===== src/hw/rtl/nlcm_pkg.sv =====
// Shared constants, codes and types of the node lease coverage monitor.
`timescale 1ns / 1ps
`default_nettype none

package nlcm_pkg;

  localparam int NODES        = 32;
  localparam int ADDR_W       = (NODES > 1) ? $clog2(NODES) : 1;
  localparam int MAX_PROBLEMS = 32;
  localparam int CNT_W        = $clog2(MAX_PROBLEMS + 1);
  localparam int TIME_W       = 32;

  localparam logic [31:0] LEASE_RESET = 32'd60;

  localparam logic [2:0] KIND_REQUIRE   = 3'd0;
  localparam logic [2:0] KIND_FORGET    = 3'd1;
  localparam logic [2:0] KIND_OBSERVE   = 3'd2;
  localparam logic [2:0] KIND_SET_FAULT = 3'd3;
  localparam logic [2:0] KIND_QUERY     = 3'd4;

  localparam logic [1:0] RSN_NEVER_SEEN = 2'd0;
  localparam logic [1:0] RSN_EXPIRED    = 2'd1;
  localparam logic [1:0] RSN_FAULT      = 2'd2;
  localparam logic [1:0] RSN_NONE       = 2'd3;

  localparam logic [1:0] OVR_COVERED = 2'd0;
  localparam logic [1:0] OVR_UNKNOWN = 2'd1;
  localparam logic [1:0] OVR_FAULT   = 2'd2;

  typedef struct packed {
    logic              req;
    logic              fault;
    logic [TIME_W-1:0] contact;
  } entry_t;

  localparam int ENTRY_W = $bits(entry_t);

endpackage

`default_nettype wire


===== src/hw/rtl/nlcm_ram.sv =====
// Generic single-port-write, single-port-read RAM with registered read data.
`timescale 1ns / 1ps
`default_nettype none

module nlcm_ram #(
  parameter int WIDTH = 8,
  parameter int DEPTH = 32
) (
  input  wire logic                                   clk,
  input  wire logic                                   we,
  input  wire logic [((DEPTH > 1) ? $clog2(DEPTH) : 1)-1:0] waddr,
  input  wire logic [WIDTH-1:0]                       wdata,
  input  wire logic                                   re,
  input  wire logic [((DEPTH > 1) ? $clog2(DEPTH) : 1)-1:0] raddr,
  output logic      [WIDTH-1:0]                       rdata
);

  logic [WIDTH-1:0] mem [DEPTH];

  always_ff @(posedge clk) begin
    if (we) begin
      mem[waddr] <= wdata;
    end
    if (re) begin
      rdata <= mem[raddr];
    end
  end

endmodule

`default_nettype wire


===== src/hw/rtl/nlcm_check.sv =====
// Per-node health check: never seen, lease expired, sensor fault or healthy.
`timescale 1ns / 1ps
`default_nettype none

module nlcm_check (
  input  wire nlcm_pkg::entry_t              entry,
  input  wire logic [nlcm_pkg::TIME_W-1:0]   now,
  input  wire logic [nlcm_pkg::TIME_W-1:0]   lease,
  output logic      [1:0]                    reason
);

  logic [nlcm_pkg::TIME_W-1:0] age;

  assign age = now - entry.contact;

  always_comb begin
    if (entry.contact == '0) begin
      reason = nlcm_pkg::RSN_NEVER_SEEN;
    end else if ((now > entry.contact) && (age > lease)) begin
      reason = nlcm_pkg::RSN_EXPIRED;
    end else if (entry.fault) begin
      reason = nlcm_pkg::RSN_FAULT;
    end else begin
      reason = nlcm_pkg::RSN_NONE;
    end
  end

endmodule

`default_nettype wire


===== src/hw/rtl/node_lease_coverage_monitor.sv =====
// Top level of the node lease coverage monitor: node table, update and query sequencer.
//
//   channel | direction | handshake          | payload
//   in_     | input     | in_valid/in_stall   | kind, node, event_time, fault_flag
//   out_    | output    | out_valid/out_stall | problem_node, reason, overall, last
//   cfg_    | input     | cfg_wr_en           | wr_data (lease period)
//
// Update kinds read the table entry, then write it back.
// A query makes one table read per node through the single read port, then
// emits the final item.
// Reset is synchronous; per-node valid bits make the whole table read as zero.
// An output stall holds the walk on the pending problem node.
`timescale 1ns / 1ps
`default_nettype none

module node_lease_coverage_monitor (
  input  wire logic        clk,
  input  wire logic        rst_n,
  input  wire logic        in_valid,
  output logic             in_stall,
  input  wire logic [2:0]  in_kind,
  input  wire logic [4:0]  in_node,
  input  wire logic [31:0] in_event_time,
  input  wire logic        in_fault_flag,
  output logic             out_valid,
  input  wire logic        out_stall,
  output logic [4:0]       out_problem_node,
  output logic [1:0]       out_reason,
  output logic [1:0]       out_overall,
  output logic             out_last,
  input  wire logic        cfg_wr_en,
  input  wire logic [31:0] cfg_wr_data
);

  localparam logic [1:0] ST_IDLE = 2'd0;
  localparam logic [1:0] ST_UPD  = 2'd1;
  localparam logic [1:0] ST_QRUN = 2'd2;
  localparam logic [1:0] ST_QFIN = 2'd3;

  localparam int AW = nlcm_pkg::ADDR_W;
  localparam int CW = nlcm_pkg::CNT_W;

  logic [1:0]                  state_r, state_nxt;
  logic [2:0]                  kind_r, kind_nxt;
  logic [AW-1:0]               node_r, node_nxt;
  logic [nlcm_pkg::TIME_W-1:0] time_r, time_nxt;
  logic                        flag_r, flag_nxt;
  logic [AW-1:0]               idx_r, idx_nxt;
  logic [CW-1:0]               cnt_r, cnt_nxt;
  logic                        found_r, found_nxt;
  logic [1:0]                  overall_r, overall_nxt;
  logic [nlcm_pkg::NODES-1:0]  vld_r, vld_nxt;
  logic                        rd_vld_r, rd_vld_nxt;
  logic [31:0]                 lease_r, lease_nxt;

  logic                        out_valid_r, out_valid_nxt;
  logic [4:0]                  out_node_r, out_node_nxt;
  logic [1:0]                  out_reason_r, out_reason_nxt;
  logic [1:0]                  out_overall_r, out_overall_nxt;
  logic                        out_last_r, out_last_nxt;

  logic                        ram_we;
  logic [AW-1:0]               ram_waddr;
  nlcm_pkg::entry_t            ram_wdata;
  logic                        ram_re;
  logic [AW-1:0]               ram_raddr;
  logic [nlcm_pkg::ENTRY_W-1:0] ram_rdata;

  nlcm_pkg::entry_t            entry_rd;
  logic [1:0]                  chk_reason;
  logic                        problem;
  logic                        emit;
  logic                        out_free;
  logic                        in_range;

  nlcm_ram #(
    .WIDTH (nlcm_pkg::ENTRY_W),
    .DEPTH (nlcm_pkg::NODES)
  ) u_table (
    .clk   (clk),
    .we    (ram_we),
    .waddr (ram_waddr),
    .wdata (ram_wdata),
    .re    (ram_re),
    .raddr (ram_raddr),
    .rdata (ram_rdata)
  );

  assign entry_rd = rd_vld_r ? nlcm_pkg::entry_t'(ram_rdata) : '0;

  nlcm_check u_check (
    .entry  (entry_rd),
    .now    (time_r),
    .lease  (lease_r),
    .reason (chk_reason)
  );

  assign problem  = entry_rd.req && (chk_reason != nlcm_pkg::RSN_NONE);
  assign emit     = problem && (cnt_r < CW'(nlcm_pkg::MAX_PROBLEMS));
  assign out_free = !out_valid_r || !out_stall;
  assign in_range = 32'(in_node) < 32'(nlcm_pkg::NODES);
  assign in_stall = (state_r != ST_IDLE);

  always_comb begin
    state_nxt       = state_r;
    kind_nxt        = kind_r;
    node_nxt        = node_r;
    time_nxt        = time_r;
    flag_nxt        = flag_r;
    idx_nxt         = idx_r;
    cnt_nxt         = cnt_r;
    found_nxt       = found_r;
    overall_nxt     = overall_r;
    vld_nxt         = vld_r;
    rd_vld_nxt      = rd_vld_r;
    lease_nxt       = cfg_wr_en ? cfg_wr_data : lease_r;
    out_valid_nxt   = out_valid_r && out_stall;
    out_node_nxt    = out_node_r;
    out_reason_nxt  = out_reason_r;
    out_overall_nxt = out_overall_r;
    out_last_nxt    = out_last_r;
    ram_we          = 1'b0;
    ram_waddr       = node_r;
    ram_wdata       = entry_rd;
    ram_re          = 1'b0;
    ram_raddr       = idx_r;

    case (state_r)
      ST_IDLE: begin
        if (in_valid) begin
          kind_nxt = in_kind;
          node_nxt = AW'(in_node);
          time_nxt = in_event_time;
          flag_nxt = in_fault_flag;
          case (in_kind)
            nlcm_pkg::KIND_REQUIRE, nlcm_pkg::KIND_FORGET,
            nlcm_pkg::KIND_OBSERVE, nlcm_pkg::KIND_SET_FAULT: begin
              if (in_range) begin
                ram_re    = 1'b1;
                ram_raddr = AW'(in_node);
                state_nxt = ST_UPD;
              end
            end
            nlcm_pkg::KIND_QUERY: begin
              ram_re      = 1'b1;
              ram_raddr   = '0;
              idx_nxt     = '0;
              cnt_nxt     = '0;
              found_nxt   = 1'b0;
              overall_nxt = nlcm_pkg::OVR_COVERED;
              state_nxt   = ST_QRUN;
            end
            default: begin
            end
          endcase
        end
      end
      ST_UPD: begin
        ram_we = 1'b1;
        case (kind_r)
          nlcm_pkg::KIND_REQUIRE:   ram_wdata.req     = 1'b1;
          nlcm_pkg::KIND_FORGET:    ram_wdata         = '0;
          nlcm_pkg::KIND_OBSERVE:   ram_wdata.contact = time_r;
          nlcm_pkg::KIND_SET_FAULT: ram_wdata.fault   = flag_r;
          default:                  ram_we            = 1'b0;
        endcase
        vld_nxt[node_r] = 1'b1;
        state_nxt       = ST_IDLE;
      end
      ST_QRUN: begin
        if (!emit || out_free) begin
          if (problem && !found_r) begin
            found_nxt   = 1'b1;
            overall_nxt = (chk_reason == nlcm_pkg::RSN_FAULT) ?
                          nlcm_pkg::OVR_FAULT : nlcm_pkg::OVR_UNKNOWN;
          end
          if (emit) begin
            cnt_nxt         = cnt_r + CW'(1);
            out_valid_nxt   = 1'b1;
            out_node_nxt    = 5'(idx_r);
            out_reason_nxt  = chk_reason;
            out_overall_nxt = nlcm_pkg::OVR_COVERED;
            out_last_nxt    = 1'b0;
          end
          if (idx_r == AW'(nlcm_pkg::NODES - 1)) begin
            state_nxt = ST_QFIN;
          end else begin
            ram_re    = 1'b1;
            ram_raddr = idx_r + AW'(1);
            idx_nxt   = idx_r + AW'(1);
          end
        end
      end
      ST_QFIN: begin
        if (out_free) begin
          out_valid_nxt   = 1'b1;
          out_node_nxt    = '0;
          out_reason_nxt  = nlcm_pkg::RSN_NONE;
          out_overall_nxt = overall_r;
          out_last_nxt    = 1'b1;
          state_nxt       = ST_IDLE;
        end
      end
      default: begin
        state_nxt = ST_IDLE;
      end
    endcase

    if (ram_re) begin
      rd_vld_nxt = vld_r[ram_raddr];
    end
  end

  always_ff @(posedge clk) begin
    if (!rst_n) begin
      state_r     <= ST_IDLE;
      vld_r       <= '0;
      lease_r     <= nlcm_pkg::LEASE_RESET;
      out_valid_r <= 1'b0;
      rd_vld_r    <= 1'b0;
      found_r     <= 1'b0;
      cnt_r       <= '0;
      idx_r       <= '0;
    end else begin
      state_r     <= state_nxt;
      vld_r       <= vld_nxt;
      lease_r     <= lease_nxt;
      out_valid_r <= out_valid_nxt;
      rd_vld_r    <= rd_vld_nxt;
      found_r     <= found_nxt;
      cnt_r       <= cnt_nxt;
      idx_r       <= idx_nxt;
    end
  end

  always_ff @(posedge clk) begin
    kind_r        <= kind_nxt;
    node_r        <= node_nxt;
    time_r        <= time_nxt;
    flag_r        <= flag_nxt;
    overall_r     <= overall_nxt;
    out_node_r    <= out_node_nxt;
    out_reason_r  <= out_reason_nxt;
    out_overall_r <= out_overall_nxt;
    out_last_r    <= out_last_nxt;
  end

  assign out_valid        = out_valid_r;
  assign out_problem_node = out_node_r;
  assign out_reason       = out_reason_r;
  assign out_overall      = out_overall_r;
  assign out_last         = out_last_r;

endmodule

`default_nettype wire

===== config.mk =====
export PLATFORM = sky130hd
export DESIGN_NAME = node_lease_coverage_monitor
export DESIGN_NICKNAME = d
export VERILOG_FILES = /design/src/hw/rtl/nlcm_pkg.sv /design/src/hw/rtl/nlcm_ram.sv /design/src/hw/rtl/nlcm_check.sv /design/src/hw/rtl/node_lease_coverage_monitor.sv
export SDC_FILE = /design/constraint.sdc
export NUM_CORES = 2
export LEC_CHECK = 0
export BUFFER_PORTS_ARGS = -buffer_cell sky130_fd_sc_hd__buf_2
export CAP_MARGIN = 10
export CORE_AREA = 5 5 259 388
export CTS_CLUSTER_SIZE = 14
export DETAILED_ROUTE_END_ITERATION = 12
export DIE_AREA = 0 0 264 393
export MAX_ROUTING_LAYER = met4
export PLACE_DENSITY_LB_ADDON = 0.2
export SLEW_MARGIN = 20
export SYNTH_ARGS = -nofsm -noshare
export SYNTH_HDL_FRONTEND = slang
export SYNTH_SLANG_ARGS = --single-unit
export TNS_END_PERCENT = 100

===== constraint.sdc =====
create_clock -name clk -period 14.6 [get_ports clk]
set_input_delay 1.46 -clock clk [delete_from_list [all_inputs] [get_ports clk]]
set_output_delay 1.46 -clock clk [all_outputs]
set_load 0.03 [all_outputs]

# Word-level counts from Yosys, hierarchy flattened
# Memories as Yosys holds them, arrays and structs flattened. A register that Yosys moved wholly into a read port is not among the register bits.
# Cells that the tools add are included.
dict set report op_classes {
  n_reduce_logical 28
  order_cmp 6
  bitwise_logic 1
  eq_ne 21
  addsub 3
  n_mux 71
}
# op n
set op_table {}
lappend op_table {{$mux W34} 2}
lappend op_table {{$gt A32 B32 Y1} 2}
lappend op_table {{$pmux W32 S2} 1}
lappend op_table {{$mux W5} 8}
lappend op_table {{$pmux W5 S2} 4}
lappend op_table {{$mux W2} 17}
lappend op_table {{$logic_not A32 Y1} 1}
lappend op_table {{$or A32 B32 Y32} 1}
lappend op_table {{$sub A32 B32 Y32} 1}
lappend op_table {{$mux W6} 4}
lappend op_table {{$mux W1} 21}
lappend op_table {{$pmux W2 S2} 4}
lappend op_table {{$reduce_and A5 Y1} 3}
lappend op_table {{$ne A2 B2 Y1 const B} 7}
lappend op_table {{$eq A3 B2 Y1 const B} 4}
lappend op_table {{$lt A5 B6 Y1 const B} 2}
lappend op_table {{$pmux W1 S2} 6}
lappend op_table {{$pmux W6 S2} 1}
lappend op_table {{$pmux W2 S4} 1}
lappend op_table {{$reduce_or A4 Y1} 2}
lappend op_table {{$add A6 B1 Y6 const B} 1}
lappend op_table {{$eq A2 B2 Y1 const B} 3}
lappend op_table {{$eq A3 B1 Y1 const B} 2}
lappend op_table {{$logic_and A1 B1 Y1} 6}
lappend op_table {{other kinds (19)} 26}
dict set report totals {
  elab_cells 148
  mem_bits_rw 1088
  inputBits 78
  mem_count 1
  register_bits 133
}
# name depth width read_ports rd_ports_with_merged_regs write_ports line_no
set mem_list {}
lappend mem_list {u_table.mem 32 34 1 1 1 nlcm_ram.sv:18} ;# logic [WIDTH-1:0] mem [DEPTH];

# Longest topological paths before layout
dict set report logic_depth {
  depth_word 15
  mapped_depth 35
  mapped_depth_nobuf 30
}

# Cells and area by module
# From an unflattened synthesis, not the netlist that was laid out.
dict set report unflattened {
  cells_unflattened 3340
  area_unflattened_um2 52268.9
}
# module cells_each seq_area_each_um2 area_per_inst_um2 instances
set by_module_without_submodules {}
lappend by_module_without_submodules {nlcm_ram 2399 33692.3 43447.9 1}
lappend by_module_without_submodules {node_lease_coverage_monitor 554 3193.1 6049.6 1}
lappend by_module_without_submodules {nlcm_check 387 0.0 2771.4 1}

# Least setup slack after synthesis
# Ideal clock, no wire load.
dict set report synth_timing {
  path_kind {register to register}
  from {register rd_vld_r}
  to {register rd_vld_r}
  period_less_slack_ns 7.050
  arrival_ns 6.990
  path_stages_with_launch 29
  path_buffers 2
  slack_ns 7.550
  setup_ns 0.060
  path_cell_list {dfxtp_1 -> clkbuf_1 -> clkbuf_1 -> nand2_1 -> ha_1 -> o21ai_0 -> a21oi_1 -> o21a_1 -> o21ai_0 -> a211o_1 -> a21oi_1 -> o31ai_1 -> o311ai_0 -> a31oi_1 -> o21ai_0 -> a21oi_1 -> xnor2_1 -> ha_1 -> nand4_1 -> nor4_1 -> a41oi_1 -> o211ai_2 -> o21ai_2 -> a21oi_1 -> a21oi_1 -> nor2_1 -> o2111ai_1 -> a211oi_1 -> a311o_1}
}
# element line_no
set synth_lines {}
lappend synth_lines {{start, declared} node_lease_coverage_monitor.sv:53} ;# logic rd_vld_r, rd_vld_nxt;
lappend synth_lines {{start signal, assigned} node_lease_coverage_monitor.sv:229} ;# rd_vld_r <= rd_vld_nxt;
lappend synth_lines {{$mux W34 (*)} node_lease_coverage_monitor.sv:89} ;# assign entry_rd = rd_vld_r ? nlcm_pkg::entry_t'(ram_rdata) : '0;
lappend synth_lines {{$sub A32 B32 Y32} nlcm_check.sv:14} ;# assign age = now - entry.contact;
lappend synth_lines {{$gt A32 B32 Y1} nlcm_check.sv:19} ;# end else if ((now > entry.contact) && (age > lease)) begin
lappend synth_lines {{$logic_and A1 B1 Y1} nlcm_check.sv:19}
lappend synth_lines {{$mux W2} nlcm_check.sv:19}
lappend synth_lines {{$mux W2} nlcm_check.sv:17} ;# if (entry.contact == '0) begin
lappend synth_lines {{$ne A2 B2 Y1} node_lease_coverage_monitor.sv:98} ;# assign problem = entry_rd.req && (chk_reason != nlcm_pkg::RSN_NONE);
lappend synth_lines {{$logic_and A1 B1 Y1 (*)} node_lease_coverage_monitor.sv:98}
lappend synth_lines {{$logic_and A1 B1 Y1 (*)} node_lease_coverage_monitor.sv:99} ;# assign emit = problem && (cnt_r < CW'(nlcm_pkg::MAX_PROBLEMS));
lappend synth_lines {{$logic_not A1 Y1 (*)} node_lease_coverage_monitor.sv:171} ;# if (!emit || out_free) begin
lappend synth_lines {{$logic_or A1 B1 Y1 (*)} node_lease_coverage_monitor.sv:171}
lappend synth_lines {{$mux W1 (*)} node_lease_coverage_monitor.sv:171}
lappend synth_lines {{$pmux W1 S2 (*)} node_lease_coverage_monitor.sv:128} ;# case (state_r)
lappend synth_lines {{via ram_re} node_lease_coverage_monitor.sv:65} ;# logic ram_re;
# The timed path passes the listed nets; every way through them passes the cells marked *. The select of a mux whose other input is x is not followed.
# A chain may end at the register's enable or synchronous reset.

# Worst setup path after layout
dict set report layout_timing {
  from {register rd_vld_r}
  to {register u_table.rdata[1], read port of u_table.mem (data pin)}
}
dict set report layout_via {
  elab_chain_cells 13
}
# element line_no
set layout_rtl {}
lappend layout_rtl {{$mux W34 (*)} node_lease_coverage_monitor.sv:89}
lappend layout_rtl {{$sub A32 B32 Y32} nlcm_check.sv:14}
lappend layout_rtl {{$gt A32 B32 Y1} nlcm_check.sv:19}
lappend layout_rtl {{$logic_and A1 B1 Y1} nlcm_check.sv:19}
lappend layout_rtl {{$mux W2} nlcm_check.sv:19}
lappend layout_rtl {{$mux W2} nlcm_check.sv:17}
lappend layout_rtl {{$ne A2 B2 Y1} node_lease_coverage_monitor.sv:98}
lappend layout_rtl {{$logic_and A1 B1 Y1 (*)} node_lease_coverage_monitor.sv:98}
lappend layout_rtl {{$logic_and A1 B1 Y1 (*)} node_lease_coverage_monitor.sv:99}
lappend layout_rtl {{$logic_not A1 Y1 (*)} node_lease_coverage_monitor.sv:171}
lappend layout_rtl {{$logic_or A1 B1 Y1 (*)} node_lease_coverage_monitor.sv:171}
lappend layout_rtl {{$mux W5 or $mux W1 (tied branches)} --}
lappend layout_rtl {{$pmux W5 S2 or $pmux W1 S2 (tied branches)} node_lease_coverage_monitor.sv:128}
lappend layout_rtl {{end, declared} nlcm_ram.sv:15} ;# output logic [WIDTH-1:0] rdata
# Every way passes the cells marked *; elsewhere a longest branch is shown, timed or not.

==> impl_metrics.env <==
export IMPL_clk_pin_slew_ns=0.06
export IMPL_postCtsHoldBufs=0
export IMPL_crit_arrival_ns=9.32
export IMPL_final_common_cell="nand2_1"
export IMPL_grt_max_degree=203
export IMPL_io_buffers=89
export IMPL_global_route_overflow_total=0
export IMPL_fin_nets=4515
export IMPL_dp_cells=5535
export IMPL_cts_buffers=110
export IMPL_vias_per_cell=6.08
export IMPL_synth_edff_count=1175
export IMPL_ys_seq_elements=1255
export IMPL_crit_fanout=83
export IMPL_clock_latency_ns=0.72
export IMPL_post_cts_buffers=0
export IMPL_final_cells=5724
export IMPL_synth_nets=4526
export IMPL_num_rows=140
export IMPL_slowest_delay_ns=0.85
export IMPL_drc=0
export IMPL_dieWidth_um=264
export IMPL_grt_pass1_vias=33536
export IMPL_finalHoldViolations=0
export IMPL_coreArea_sq_um=96700
export IMPL_grt_pass1_wl_um=213000
export IMPL_syn_inst=4380
export IMPL_antennaDiodeCount=0
export IMPL_maxSlewHeadroom_pct=23.0
export IMPL_initial_utilization_pct=54.6
export IMPL_wirelength_um=145000
export IMPL_cts_tree="built"
export IMPL_vias=34824
export IMPL_drt_iter0_drc=4906
export IMPL_drive_gt1_share_pct=8.21
export IMPL_path_class="reg2reg"
export IMPL_rsz0062_at_grt="false"
export IMPL_drt_pass1_iter_count=6
export IMPL_synth_area_sq_um=52800
export IMPL_drv_slew=0
export IMPL_die_h_um=393
export IMPL_synth_ff_type="edfxtp_1"
export IMPL_ir_drop_mv=0.104
export IMPL_start_kind="flip-flop"
export IMPL_antenna_found_initial=0
export IMPL_cp_end_kind="flip-flop"
export IMPL_htreeDepth=3
export IMPL_gp_congestion=0.893
export IMPL_root_buffer="clkbuf_16"
export IMPL_hpwl_um=70800
export IMPL_final_antenna_net_count=0
export IMPL_leakagePower_uw=0.0208
export IMPL_hold_class="reg2reg"
export IMPL_yosys_warnings=0
export IMPL_finalSetupViolations=0
export IMPL_avgSynthCellArea_sq_um=12.1
export IMPL_cts_resized=0
export IMPL_area_delta_synth_final_pct=9.63
export IMPL_cts_buffer_depth=3
export IMPL_fin_crit_sh_pct=60.6
export IMPL_synth_seq_area_share_pct=69.9
export IMPL_worst_path_max_delay_cell="buf_4"
export IMPL_layout_common_cells="1,430 x nand2_1, 1,175 x edfxtp_1, 287 x nand3_1"
export IMPL_nFillCells=7590
export IMPL_finClkSkew_ns=0.0293
export IMPL_timing_max_cap_violations=0
export IMPL_cts_sinks=1255
export IMPL_boundaryPins=90
export IMPL_synth_async_sr_flop_share_pct=0
export IMPL_die_area_sq_um=104000
export IMPL_power_density_nw_per_um2=127
export IMPL_synth_distinct_cells=67
export IMPL_status="completed"
export IMPL_grt_usage_pct=28.2
export IMPL_routedWlPerCell_um=25.3
export IMPL_fmax_ghz=0.113
export IMPL_fin_setup_tns_ns=0
export IMPL_fin_crit_ns=8.84
export IMPL_tightest_slew_ns=1.16
export IMPL_worstPathRequired_ns=15.08
kinds of logic (layout without fill, tap and decap cells):
logic type,count (synthesis),in the layout,share of synthesized area [%]
buf+inv,322,388,2.72
xor+xnor,30,30,0.498
flops,1255,1255,69.9
fa+ha+maj,68,68,1.63
simple gates,2007,2007,16.0
mux,59,59,1.12
compound gates,639,639,8.21
state kept, by name, summed over array words and instances, names as in the netlist, 5 cells and up:
signal / flops
u_table.mem: 1088
idx_r: 5
node_r: 5
lease_r: 32
u_table.rdata: 34
vld_r: 32
time_r: 32
out_problem_node: 5
cnt_r: 6
final timing paths:
check,startpoint,endpoint,slack [ns],cells after the start
worst max register to register,rd_vld_r,u_table.rdata[1],5.76,31
worst min register to register,vld_r[22],vld_r[22],0.46,1
worst max-delay path,rd_vld_r,u_table.rdata[1],5.76,31
worst min-delay path,vld_r[22],vld_r[22],0.46,1
routing by layer:
metal | vias to the layer above | wire, um | track usage [%]
met5 | - | 0 | -
met4 | 0 | 6710 | 11.5
met3 | 359 | 12900 | 4.13
met2 | 1591 | 70400 | 45.8
met1 | 17142 | 54700 | 36.2
li1 | 15732 | - | -
stage by stage:
| step | hold WS [ns] | area [sq um] | worst slack [ns] | utilization, % | total power, uW |
|---|---|---|---|---|---|
| final | 0.463 | 57900 | 5.76 | 59.9 | 7360 |
| after global routing | 0.483 | 57900 | 5.06 | 59.9 | 7620 |
| after CTS | 0.467 | 57900 | 5.70 | 59.9 | 7390 |
| after detailed placement | 0.452 | 54500 | 5.74 | 56.3 | 4630 |
| after global placement | 0.446 | 54500 | 5.88 | 56.3 | 4620 |
| after floorplan | 0.440 | 52800 | 7.55 | - | 4450 |
where the power goes:
group / internal [uW] / switching (uW)
Sequential: 3940 / 40.7
Combinational: 193 / 384
Clock: 1530 / 1270
Total: 5670 / 1700
cell type report:
type                    instances  area [sq um]  share of cell area (%)
flip-flops and latches       1255         36900                    63.7
inverters                      51           191                   0.331
clock buffers                 143          3010                    5.20
well taps                    1278          1600                    2.76
repair buffers                148           976                    1.69
multi-input cells            2803         14800                    25.6
clock inverters                46           398                   0.687
Yosys cell counts (8+ instances only):
library cell     n  area (sq um)
a22o_1          31           272
o211ai_1       276          2070
a21oi_1         59           295
edfxtp_1      1175         35300
ha_1            67           838
buf_1           16          60.1
clkbuf_1       106           398
mux2i_1         59           591
xnor2_1         18           158
nor2_1         122           458
buf_2          137           686
nor3_1          14          70.1
nor2b_1         37           231
o21ai_0        132           661
and4_1          37           324
inv_1           51           191
xor2_1          12           105
or2_2            8          50.1
nand3_1        287          1440
nand2_1       1430          5370
nand4_1         18           113
nand2b_1         8          50.1
o21ai_1         33           165
and2_1           9          56.3
nor4_1          13          81.3
dfxtp_1         80          1600
buf_4            9          67.6
a21o_1          18           135
o21a_1          36           270
worst max-delay path, delay by kind of cell, from the launching register on:
kind	cells	cell delay, ns
AO/OA/AOI/OAI	18	3.91
buffers and inverters	3	2.02
AND/OR/NAND/NOR	7	1.60
adder cells (fa/ha/maj)	2	0.50
flip-flops	1	0.40
XOR/XNOR	1	0.09
Note: power is estimated with default switching activity, not from simulation.
